===== src/rtl/pbmsd_pkg.sv =====
package pbmsd_pkg;

   localparam int unsigned ACC_W = 64;
   localparam int unsigned CNT_W = 4;
   localparam logic [CNT_W-1:0] VARINT_MAX_BYTES = 4'd10;

   typedef enum logic [7:0] {
      PH_TAG     = 8'b0000_0001,
      PH_VERSION = 8'b0000_0010,
      PH_LEN     = 8'b0000_0100,
      PH_PAYLOAD = 8'b0000_1000,
      PH_SKIPVAR = 8'b0001_0000,
      PH_SKIPLEN = 8'b0010_0000,
      PH_SKIP    = 8'b0100_0000,
      PH_ERROR   = 8'b1000_0000
   } phase_type;

   localparam logic [2:0] ST_OK        = 3'd0;
   localparam logic [2:0] ST_TRUNCATED = 3'd1;
   localparam logic [2:0] ST_TOO_LONG  = 3'd2;
   localparam logic [2:0] ST_ZERO_TAG  = 3'd3;
   localparam logic [2:0] ST_BAD_WIRE  = 3'd4;
   localparam logic [2:0] ST_VER_BIG   = 3'd5;
   localparam logic [2:0] ST_MISSING   = 3'd6;

   localparam logic [2:0] WT_VARINT = 3'd0;
   localparam logic [2:0] WT_FIX64  = 3'd1;
   localparam logic [2:0] WT_LEN    = 3'd2;
   localparam logic [2:0] WT_FIX32  = 3'd5;

   localparam logic [60:0] FLD_INDEX   = 61'd1;
   localparam logic [60:0] FLD_VALUE   = 61'd2;
   localparam logic [60:0] FLD_PADDING = 61'd3;
   localparam logic [60:0] FLD_VERSION = 61'd4;

   localparam int unsigned SEEN_INDEX   = 0;
   localparam int unsigned SEEN_VALUE   = 1;
   localparam int unsigned SEEN_PADDING = 2;
   localparam int unsigned SEEN_VERSION = 3;

   typedef struct packed {
      logic [ACC_W-1:0] accum;
      logic [CNT_W-1:0] count;
      logic             done;
      logic             too_long;
   } varint_type;

   typedef struct packed {
      logic [7:0]  out_byte;
      logic        byte_valid;
      logic [1:0]  field_select;
      logic        field_start;
      logic        done_res;
      logic [2:0]  status;
      logic [31:0] version_out;
      logic        ver_seen;
      logic        pad_seen;
   } result_type;

   function automatic logic [5:0] varint_shamt(input logic [CNT_W-1:0] cnt);
      return 6'(6'(cnt) * 6'd7);
   endfunction

endpackage


===== src/rtl/pbmsd_varint.sv =====
module pbmsd_varint
   import pbmsd_pkg::*;
(
   input  logic [ACC_W-1:0] accum,
   input  logic [CNT_W-1:0] count,
   input  logic [7:0]       in_byte,
   output varint_type       vr
);

   logic [ACC_W-1:0] part;
   logic [CNT_W-1:0] count_inc;

   assign part      = {{(ACC_W-7){1'b0}}, in_byte[6:0]} << varint_shamt(count);
   assign count_inc = count + CNT_W'(1);

   always_comb begin
      vr.accum    = accum | part;
      vr.done     = !in_byte[7];
      vr.count    = in_byte[7] ? count_inc : count;
      vr.too_long = in_byte[7] && (count_inc >= VARINT_MAX_BYTES);
   end

endmodule


===== src/rtl/pbmsd_parser.sv =====
module pbmsd_parser
   import pbmsd_pkg::*;
#(
   parameter int unsigned LEN_BITS = 32
)
(
   input  logic       clock,
   input  logic       reset,
   input  logic       step_en,
   input  logic [7:0] in_byte,
   input  logic       is_last,
   output result_type res
);

   phase_type           phase_ff, phase_in, s_phase;
   logic [ACC_W-1:0]    acc_ff, acc_in, s_acc;
   logic [CNT_W-1:0]    cnt_ff, cnt_in, s_cnt;
   logic [1:0]          fld_ff, fld_in, s_fld;
   logic [LEN_BITS-1:0] rem_ff, rem_in, s_rem, rem_dec;
   logic [31:0]         ver_ff, ver_in, s_ver;
   logic [3:0]          seen_ff, seen_in, s_seen;
   logic [2:0]          err_ff, err_in, s_err;
   varint_type          vr;
   logic [60:0]         tag_fld;
   logic [2:0]          tag_wt;
   logic                len_fits;
   logic                bad_end;
   logic [7:0]          o_byte;
   logic                o_valid;
   logic [1:0]          o_sel;
   logic                o_start;
   logic [2:0]          o_status;

   pbmsd_varint u_varint (
      .accum   (acc_ff),
      .count   (cnt_ff),
      .in_byte (in_byte),
      .vr      (vr)
   );

   assign tag_fld  = vr.accum[63:3];
   assign tag_wt   = vr.accum[2:0];
   assign len_fits = ((vr.accum >> LEN_BITS) == '0);
   assign rem_dec  = rem_ff - LEN_BITS'(1);

   always_comb begin
      s_phase = phase_ff;
      s_acc   = acc_ff;
      s_cnt   = cnt_ff;
      s_fld   = fld_ff;
      s_rem   = rem_ff;
      s_ver   = ver_ff;
      s_seen  = seen_ff;
      s_err   = err_ff;
      o_byte  = 8'd0;
      o_valid = 1'b0;
      o_sel   = 2'd0;
      o_start = 1'b0;
      case (phase_ff)
         PH_TAG, PH_VERSION, PH_LEN, PH_SKIPLEN, PH_SKIPVAR: begin
            s_acc = vr.accum;
            s_cnt = vr.count;
            if (vr.too_long) begin
               s_phase = PH_ERROR;
               s_err   = ST_TOO_LONG;
               s_acc   = '0;
               s_cnt   = '0;
            end else if (vr.done) begin
               s_acc = '0;
               s_cnt = '0;
               case (phase_ff)
                  PH_TAG: begin
                     if (vr.accum == '0) begin
                        s_phase = PH_ERROR;
                        s_err   = ST_ZERO_TAG;
                     end else if (tag_fld == FLD_VERSION && tag_wt == WT_VARINT) begin
                        s_phase = PH_VERSION;
                     end else if (tag_fld >= FLD_INDEX && tag_fld <= FLD_PADDING
                                  && tag_wt == WT_LEN) begin
                        s_fld   = tag_fld[1:0] - FLD_INDEX[1:0];
                        s_phase = PH_LEN;
                     end else if (tag_wt == WT_VARINT) begin
                        s_phase = PH_SKIPVAR;
                     end else if (tag_wt == WT_FIX64) begin
                        s_rem   = LEN_BITS'(8);
                        s_phase = PH_SKIP;
                     end else if (tag_wt == WT_LEN) begin
                        s_phase = PH_SKIPLEN;
                     end else if (tag_wt == WT_FIX32) begin
                        s_rem   = LEN_BITS'(4);
                        s_phase = PH_SKIP;
                     end else begin
                        s_phase = PH_ERROR;
                        s_err   = ST_BAD_WIRE;
                     end
                  end
                  PH_VERSION: begin
                     if (vr.accum[63:32] != '0) begin
                        s_phase = PH_ERROR;
                        s_err   = ST_VER_BIG;
                     end else begin
                        s_ver                = vr.accum[31:0];
                        s_seen[SEEN_VERSION] = 1'b1;
                        s_phase              = PH_TAG;
                     end
                  end
                  PH_LEN, PH_SKIPLEN: begin
                     if (!len_fits) begin
                        s_phase = PH_ERROR;
                        s_err   = ST_TRUNCATED;
                     end else begin
                        s_rem = vr.accum[LEN_BITS-1:0];
                        if (phase_ff == PH_LEN) begin
                           o_start        = 1'b1;
                           o_sel          = fld_ff;
                           s_seen[fld_ff] = 1'b1;
                           s_phase = (s_rem != '0) ? PH_PAYLOAD : PH_TAG;
                        end else begin
                           s_phase = (s_rem != '0) ? PH_SKIP : PH_TAG;
                        end
                     end
                  end
                  default: begin
                     s_phase = PH_TAG;
                  end
               endcase
            end
         end
         PH_PAYLOAD: begin
            o_byte  = in_byte;
            o_valid = 1'b1;
            o_sel   = fld_ff;
            s_rem   = rem_dec;
            if (rem_dec == '0) begin
               s_phase = PH_TAG;
            end
         end
         PH_SKIP: begin
            s_rem = rem_dec;
            if (rem_dec == '0) begin
               s_phase = PH_TAG;
            end
         end
         default: begin
         end
      endcase
   end

   assign bad_end = (s_phase != PH_TAG) || (s_cnt != '0);

   always_comb begin
      o_status = ST_OK;
      if (is_last) begin
         if (s_err != ST_OK) begin
            o_status = s_err;
         end else if (bad_end) begin
            o_status = ST_TRUNCATED;
         end else if (!(s_seen[SEEN_INDEX] && s_seen[SEEN_VALUE])) begin
            o_status = ST_MISSING;
         end
      end
   end

   always_comb begin
      res.out_byte     = o_byte;
      res.byte_valid   = o_valid;
      res.field_select = o_sel;
      res.field_start  = o_start;
      res.done_res     = is_last;
      res.status       = o_status;
      res.version_out  = s_ver;
      res.ver_seen     = s_seen[SEEN_VERSION];
      res.pad_seen     = s_seen[SEEN_PADDING];
   end

   always_comb begin
      if (is_last) begin
         phase_in = PH_TAG;
         acc_in   = '0;
         cnt_in   = '0;
         fld_in   = 2'd0;
         rem_in   = '0;
         ver_in   = 32'd0;
         seen_in  = 4'd0;
         err_in   = ST_OK;
      end else begin
         phase_in = s_phase;
         acc_in   = s_acc;
         cnt_in   = s_cnt;
         fld_in   = s_fld;
         rem_in   = s_rem;
         ver_in   = s_ver;
         seen_in  = s_seen;
         err_in   = s_err;
      end
   end

   always_ff @(posedge clock) begin
      if (reset) begin
         phase_ff <= PH_TAG;
         acc_ff   <= '0;
         cnt_ff   <= '0;
         fld_ff   <= 2'd0;
         rem_ff   <= '0;
         ver_ff   <= 32'd0;
         seen_ff  <= 4'd0;
         err_ff   <= ST_OK;
      end else if (step_en) begin
         phase_ff <= phase_in;
         acc_ff   <= acc_in;
         cnt_ff   <= cnt_in;
         fld_ff   <= fld_in;
         rem_ff   <= rem_in;
         ver_ff   <= ver_in;
         seen_ff  <= seen_in;
         err_ff   <= err_in;
      end
   end

   a_err_phase: assert property (@(posedge clock) disable iff (reset)
      (err_ff != ST_OK) == (phase_ff == PH_ERROR))
      else $error("Error code and error phase disagree.");

   a_last_clears: assert property (@(posedge clock) disable iff (reset)
      step_en && is_last |=> phase_ff == PH_TAG && seen_ff == 4'd0 && cnt_ff == '0)
      else $error("Parser state not cleared after the last item of a message.");

   a_count_bound: assert property (@(posedge clock) disable iff (reset)
      cnt_ff < VARINT_MAX_BYTES)
      else $error("Varint byte count out of range.");

endmodule


===== src/rtl/protobuf_message_stream_decoder_unit.sv =====
// Streaming decoder for one protobuf message format, one encoded byte per item.
// The request channel (req_valid, req_stall, req_in_byte, req_is_last) takes the
// message bytes in order; req_is_last marks the final byte of each message.
// Every request item gives exactly one response item on the rsp_ channel.
// Payload bytes of fields 1, 2 and 3 appear with rsp_byte_valid and their field
// in rsp_field_select; rsp_field_start marks a new occurrence of a field, so the
// consumer drops any earlier copy. The response for the last byte carries
// rsp_done_res and the final status, and the parser then starts a new message.
// A request passes through the input register, then the parse logic, into the
// response register, and the response waits there until the receiver takes it.
// Throughput is one item per cycle while the receiver does not stall, set by the
// parse step and its state feedback. Reset empties both registers and clears all
// parser state. When the receiver stalls, the response register holds its item,
// the input register takes one more, and req_stall is high while both are full.
module protobuf_message_stream_decoder_unit
   import pbmsd_pkg::*;
#(
   parameter int unsigned LEN_BITS = 32
)
(
   input  logic        clock,
   input  logic        reset,
   input  logic        req_valid,
   output logic        req_stall,
   input  logic [7:0]  req_in_byte,
   input  logic        req_is_last,
   output logic        rsp_valid,
   input  logic        rsp_stall,
   output logic [7:0]  rsp_out_byte,
   output logic        rsp_byte_valid,
   output logic [1:0]  rsp_field_select,
   output logic        rsp_field_start,
   output logic        rsp_done_res,
   output logic [2:0]  rsp_status,
   output logic [31:0] rsp_version_out,
   output logic        rsp_ver_seen,
   output logic        rsp_pad_seen
);

   logic       in_valid_ff, in_valid_in;
   logic [7:0] in_byte_ff;
   logic       in_last_ff;
   logic       out_valid_ff, out_valid_in;
   result_type out_ff;
   result_type res;
   logic       out_free;
   logic       step;
   logic       accept;

   assign out_free  = !out_valid_ff || !rsp_stall;
   assign step      = in_valid_ff && out_free;
   assign req_stall = in_valid_ff && !out_free;
   assign accept    = req_valid && !req_stall;

   assign in_valid_in  = accept || (in_valid_ff && !step);
   assign out_valid_in = step || (out_valid_ff && rsp_stall);

   pbmsd_parser #(
      .LEN_BITS (LEN_BITS)
   ) u_parser (
      .clock   (clock),
      .reset   (reset),
      .step_en (step),
      .in_byte (in_byte_ff),
      .is_last (in_last_ff),
      .res     (res)
   );

   always_ff @(posedge clock) begin
      if (reset) begin
         in_valid_ff  <= 1'b0;
         out_valid_ff <= 1'b0;
      end else begin
         in_valid_ff  <= in_valid_in;
         out_valid_ff <= out_valid_in;
      end
   end

   always_ff @(posedge clock) begin
      if (accept) begin
         in_byte_ff <= req_in_byte;
         in_last_ff <= req_is_last;
      end
      if (step) begin
         out_ff <= res;
      end
   end

   assign rsp_valid        = out_valid_ff;
   assign rsp_out_byte     = out_ff.out_byte;
   assign rsp_byte_valid   = out_ff.byte_valid;
   assign rsp_field_select = out_ff.field_select;
   assign rsp_field_start  = out_ff.field_start;
   assign rsp_done_res     = out_ff.done_res;
   assign rsp_status       = out_ff.status;
   assign rsp_version_out  = out_ff.version_out;
   assign rsp_ver_seen     = out_ff.ver_seen;
   assign rsp_pad_seen     = out_ff.pad_seen;

   a_status_on_done: assert property (@(posedge clock) disable iff (reset)
      rsp_valid && !rsp_done_res |-> rsp_status == ST_OK)
      else $error("Nonzero status on an item that does not end a message.");

   a_item_kept: assert property (@(posedge clock) disable iff (reset)
      in_valid_ff && !step |=> in_valid_ff && $stable(in_byte_ff) && $stable(in_last_ff))
      else $error("Waiting input item lost or changed.");

   a_start_not_payload: assert property (@(posedge clock) disable iff (reset)
      rsp_valid |-> !(rsp_byte_valid && rsp_field_start))
      else $error("Field start and payload byte on the same item.");

endmodule


===== config.mk =====
export PLATFORM = sky130hd
export DESIGN_NAME = protobuf_message_stream_decoder_unit
export DESIGN_NICKNAME = d
export VERILOG_FILES = /design/src/rtl/pbmsd_pkg.sv /design/src/rtl/pbmsd_varint.sv /design/src/rtl/pbmsd_parser.sv /design/src/rtl/protobuf_message_stream_decoder_unit.sv
export SDC_FILE = /design/constraint.sdc
export NUM_CORES = 1
export LEC_CHECK = 0
export ABC_AREA = 1
export BUFFER_PORTS_ARGS = -buffer_cell sky130_fd_sc_hd__buf_2
export CAP_MARGIN = 40
export CELL_PAD_IN_SITES_DETAIL_PLACEMENT = 1
export CELL_PAD_IN_SITES_GLOBAL_PLACEMENT = 1
export CORE_ASPECT_RATIO = 2
export CORE_MARGIN = 1
export CORE_UTILIZATION = 50
export CTS_BUF_LIST = sky130_fd_sc_hd__clkbuf_8
export DETAILED_ROUTE_END_ITERATION = 8
export PLACE_DENSITY_LB_ADDON = 0.12
export SLEW_MARGIN = 25
export SYNTH_ARGS = -nofsm -noshare
export SYNTH_HDL_FRONTEND = slang
export SYNTH_HIERARCHICAL = 1
export SYNTH_SLANG_ARGS = --single-unit

===== constraint.sdc =====
create_clock -name clock -period 10.5 [get_ports clock]
set_input_delay 0.525 -clock clock [delete_from_list [all_inputs] [get_ports clock]]
set_output_delay 0.525 -clock clock [all_outputs]
set_load 0.05 [all_outputs]

## Word level (Yosys, flattened, before mapping)

Cells that the tools add are included.

- Add/sub/neg operators: 3
- Multiply operators: 1
- Order comparisons: 5
- Equality and inequality tests: 26
- Shifts and indexed selects: 1
- Muxes and demuxes: 89
- Bitwise operators: 5
- Reductions and logical operators: 39

Operators with widths:

| kind | number |
|---|---|
| two-way mux 32 bit | 17 |
| two-way mux 64 bit | 4 |
| zero test 64 bit | 2 |
| one-hot mux 32 bit (2 select lines) | 2 |
| two-way mux 8 bit | 14 |
| bitwise OR 64 bit | 1 |
| nonzero test 32 bit | 2 |
| << shifter 7 x 6 -> 64 bit | 1 |
| equality test 61 x 3 -> 1 bit (second input constant) | 1 |
| greater-or-equal comparator 61 x 1 -> 1 bit (second input constant) | 1 |
| less-or-equal comparator 61 x 2 -> 1 bit (second input constant) | 1 |
| two-way mux 3 bit | 17 |
| two-way mux 4 bit | 11 |
| zero test 32 bit | 1 |
| subtractor 32 x 1 -> 32 bit (second input constant) | 1 |
| two-way mux 2 bit | 13 |
| one-hot mux 8 bit (3 select lines) | 1 |
| != test 4 bit (second input constant) | 4 |
| one-hot mux 8 bit (2 select lines) | 1 |
| AND reduction 12 bit | 1 |
| logical AND 1 bit | 11 |
| OR reduction 5 bit | 2 |
| one-hot mux 3 bit (3 select lines) | 1 |
| equality test 8 x 1 -> 1 bit (second input constant) | 1 |
| 39 further kinds | 58 |

- Flip-flop bits (word level): 210
- Bits of input ports: 13
- Word-level logic and storage cells: 190

## Logic depth before layout (Yosys ltp)

- Depth in word-level cells: 19
- Gate-level depth with buffers: 28
- Depth with buffers taken out: 28

## By module

The synthesis kept the hierarchy.

Modules (own cells, without submodules):

| module | instances | cells each | area an instance (um^2) | sequential area each (um^2) |
|---|---|---|---|---|
| pbmsd_parser | 1 | 1379 | 8649.5 | 2982.9 |
| protobuf_message_stream_decoder_unit | 1 | 71 | 1863.0 | 1811.7 |
| pbmsd_varint | 1 | 329 | 1732.9 | 0.0 |

## Worst setup path after synthesis

OpenSTA, ideal clock, no wires.

- Kind: flip-flop to flip-flop
- From: register out_valid_ff (netlist: rsp_valid)
- To: register u_parser.cnt_ff[3]
- Setup time: 0.070 ns
- Arrival: 5.102 ns
- Data required time: 10.430 ns
- Setup slack: 5.328 ns
- Cell stages (with the launch flop): 8
- Path buffers: 2
- Clock period less this slack: 5.172 ns
- Path through: dfxtp_1 a21oi_1 clkinv_1 nor2_1 clkbuf_1 clkbuf_1 nand2_1 a21oi_1

- Word-level cells in the longest chain between the ends: 3

Ends and longest elaborated chain:

| element | line | text |
|---|---|---|
| start: declaration | protobuf_message_stream_decoder_unit.sv:43 | `logic out_valid_ff, out_valid_in;` |
| start signal: assignment | protobuf_message_stream_decoder_unit.sv:75 | `out_valid_ff <= out_valid_in;` |
| zero test 1 bit | protobuf_message_stream_decoder_unit.sv:50 | `assign out_free = !out_valid_ff \|\| !rsp_stall;` |
| logical OR 1 bit | protobuf_message_stream_decoder_unit.sv:50 |  |
| logical AND 1 bit | protobuf_message_stream_decoder_unit.sv:51 | `assign step = in_valid_ff && out_free;` |
| named net step | protobuf_message_stream_decoder_unit.sv:47 | `logic step;` |
| end signal: assignment | pbmsd_parser.sv:211 | `cnt_ff <= cnt_in;` |
| end: declaration | pbmsd_parser.sv:17 | `logic [CNT_W-1:0] cnt_ff, cnt_in, s_cnt;` |

The timed path passes the listed nets, and every way through them passes these cells.
A chain may end at the register's enable or synchronous reset.

==> metrics.cfg <==
[run_status]
status = finished, final reports clean

[place]
gp_congestion = 0.9535
pre_cts_slack_ps = 4844
placed_cell_area_sq_um = 12680
hpwl_um = 30710
place.port_buffers = 64

[route]
routed_wl_um = 42160
drc_errors = 0
route.antenna.remaining_nets = 0
dr_total_vias = 12326
wl_per_cell_um = 19.93
drt-initial-drc-count = 696
first_pass_iters = 5
vias_per_cell = 5.828

[synth]
synth.most_common_cell = nand2_1
ys_types = 49
synth.area.top_cells = dfxtp_1 (25%), nand2_1 (16%), edfxtp_1 (14%), nand3_1 (7.2%), a21oi_1 (5.8%)
syn_avg_cell_area_sq_um = 6.883
synth_top_area_share = 0.2469
synth_common_cells = nand2_1 (507), nor2_1 (177), nand3_1 (176)
synth.cell_area_sq_um = 12250
synthFlopType = dfxtp_1
synthCells = 1779
synth_top_area_cell = dfxtp_1
ys_async_sr_fraction = 0
yosysWarnings = 6
ys_seq_elements = 210
synth_enable_flop_cells = 59
synth_seq_area_share = 0.3915
syn-num-nets = 1808

[critical_path]
critical_path.endpoint_type = flop
cp-start-kind = flop
crit_type = reg -> reg
critical_path.most_common_cell = nor2_1
cpMaxStageDelayCell = fa_1
cp.arrival_ps = 6040
r2r_cells = 28
crit_path_max_fanout = 27
worstPathRequired_ps = 10780
reg2reg_slack_ps = 4740
max_stage_delay_ps = 620

[cts]
post_cts_buffers = 0
hold_buffers = 0
insertion_delay_ps = 560
numClockSinks = 210
clockBufferDepth = 3
cts_tree = built
htreeDepth = 2
cts_resized = 0
ctsRootBufferMaster = clkbuf_8
cts_buffers = 35
path_clk_slew_ps = 60

[power_and_ir_drop]
powerDensity_nw_per_um2 = 147.3
p_leak_nw = 5.410
ir_worst_vdd_uv = 99.22

[timing]
skew_ps = 19.30
max_slew_margin = 0.4462
worst_pin_slew_ps = 830.7
fin_crit_sh = 0.5485
setup_viol = 0
finalHoldViolations = 0
rsz0062_at_grt = false
finalSetupTns_ps = 0
min_period_ps = 5759
drv_slew = 0
fmax_mhz = 173.6
worst_slack_ps = 4741

[min_path]
hp-class = in -> reg
hold-path-cell-count = 1

[global_route]
grt_max_degree = 66
grt_pass1_vias = 12673
grt_pass1_wl_um = 66830
grt.total_usage = 0.3414
antenna_found_initial = 0
gr-total-overflow = 0

[floorplanning]
core_area_sq_um = 23920
rows = 80
ios = 65
dieArea_sq_um = 25160
initial_utilization = 0.5119
dieHeight_um = 223.3
die_w_um = 112.7

[finish]
num_antenna_cells = 0
drive_gt1_frac = 0.1121
multi_input_area_sq_um = 6350
final_cell_area_sq_um = 13380
areaGrowthSynthToFinish_pct = 9.257
fin_nets = 1833
seq_area_sq_um = 4795
fillers = 3225

[job]
drv_cap = 0

## cells by family (layout without fill, tap and decap cells)
group | count (synthesis) | in the layout | share of synthesized area
AO/OA/AOI/OAI | 324 | 324 | 0.1600
XOR/XNOR | 11 | 11 | 0.008481
adder cells (fa/ha/maj) | 16 | 16 | 0.01880
buffers and inverters | 275 | 324 | 0.09226
flip-flops | 210 | 210 | 0.3915
multiplexers | 1 | 1 | 0.001839
AND/OR/NAND/NOR | 942 | 942 | 0.3271
## worst max-delay path, delay by kind of cell, from the launching register on
family                     cells  cell delay, ps
AOI/OAI and AO/OA              2             300
xor gates and xnor gates       1             170
adders and majority gates      3            1220
buffers and inverters          6            1100
DFF                            1             490
and+or+nand+nor               16            2190
## metal layers
| metal | global-route usage | vias to the layer above | part of all wire |
|---|---|---|---|
| met5 | 0 | - | 0 |
| met1 | 0.3479 | 5988 | 0.37 |
| met2 | 0.6601 | 314 | 0.55 |
| met4 | 0.1888 | 0 | 0.055 |
| li1 | - | 5893 | - |
| met3 | 0.03885 | 131 | 0.034 |
## worst paths after layout
path / from / endpoint
worst min register to register: u_parser/acc_ff[62]$_SDFFE_PP0P_ / u_parser/acc_ff[62]$_SDFFE_PP0P_
worst max register to register: u_parser/cnt_ff[0]$_SDFFE_PP0P_ / rsp_status[0]$_DFFE_PP_
worst max-delay path: u_parser/cnt_ff[0]$_SDFFE_PP0P_ / rsp_status[0]$_DFFE_PP_
worst min-delay path: req_in_byte[7] / in_byte_ff[7]$_DFFE_PP_
## power breakdown
part	internal, mW	switching, mW	leakage (nW)
clock	0.381	0.345	0.380
combinational	0.0924	0.278	3.24
sequential	0.855	0.0199	1.79
total	1.33	0.642	5.41
## cell usage in the layout (no fill, tap or decap), drive strengths merged, types with 2 or more instances in the layout
cell type	synthesis	routed
nand2	512	512
inv	179	188
nor2	187	187
nand3	181	181
dfxtp	151	151
a21oi	144	144
o21ai	111	111
buf	40	82
edfxtp	59	59
nand4	42	42
clkbuf	54	41
a211oi	28	28
o21bai	24	24
ha	12	12
nor3	10	10
clkinv	2	9
xnor2	6	6
xor2	5	5
nor4	5	5
a31o	4	4
o211ai	4	4
fa	4	4
clkinvlp	0	3
o22ai	3	3
and2	2	2
o2111ai	2	2
a21o	2	2
or2	2	2
## metrics by stage
step           total power [mW]  instances    util  hold slack, ps
5_1_grt                   2.056       2115  0.5593           134.7
6_report                  1.970       2115  0.5593           154.8
4_1_cts                   1.986       2114  0.5586           123.6
3_5_place_dp              1.257       2053  0.5301           454.9
3_3_place_gp              1.244       2048  0.5265           448.1
2_1_floorplan             1.149       1779       -           439.3
## sequential cells by signal, indices dropped and copies added, names as in the netlist, 3 cells and up
signal             count
u_parser/acc_ff       64
rsp_version_out       32
u_parser/rem_ff       32
u_parser/ver_ff       32
in_byte_ff             8
rsp_out_byte           8
u_parser/phase_ff      8
u_parser/cnt_ff        4
u_parser/seen_ff       4
rsp_status             3
u_parser/err_ff        3
## layout make-up
| cell class | instances | share of cell area |
|---|---|---|
| well taps | 287 | 0.02684 |
| clock inverters | 20 | 0.008884 |
| repair buffers | 82 | 0.03834 |
| multi-input cells | 1294 | 0.4746 |
| flip-flops and latches | 210 | 0.3584 |
| clock buffers | 41 | 0.04218 |
| inverters | 181 | 0.05078 |
Note: power is estimated with default switching activity, not from simulation.
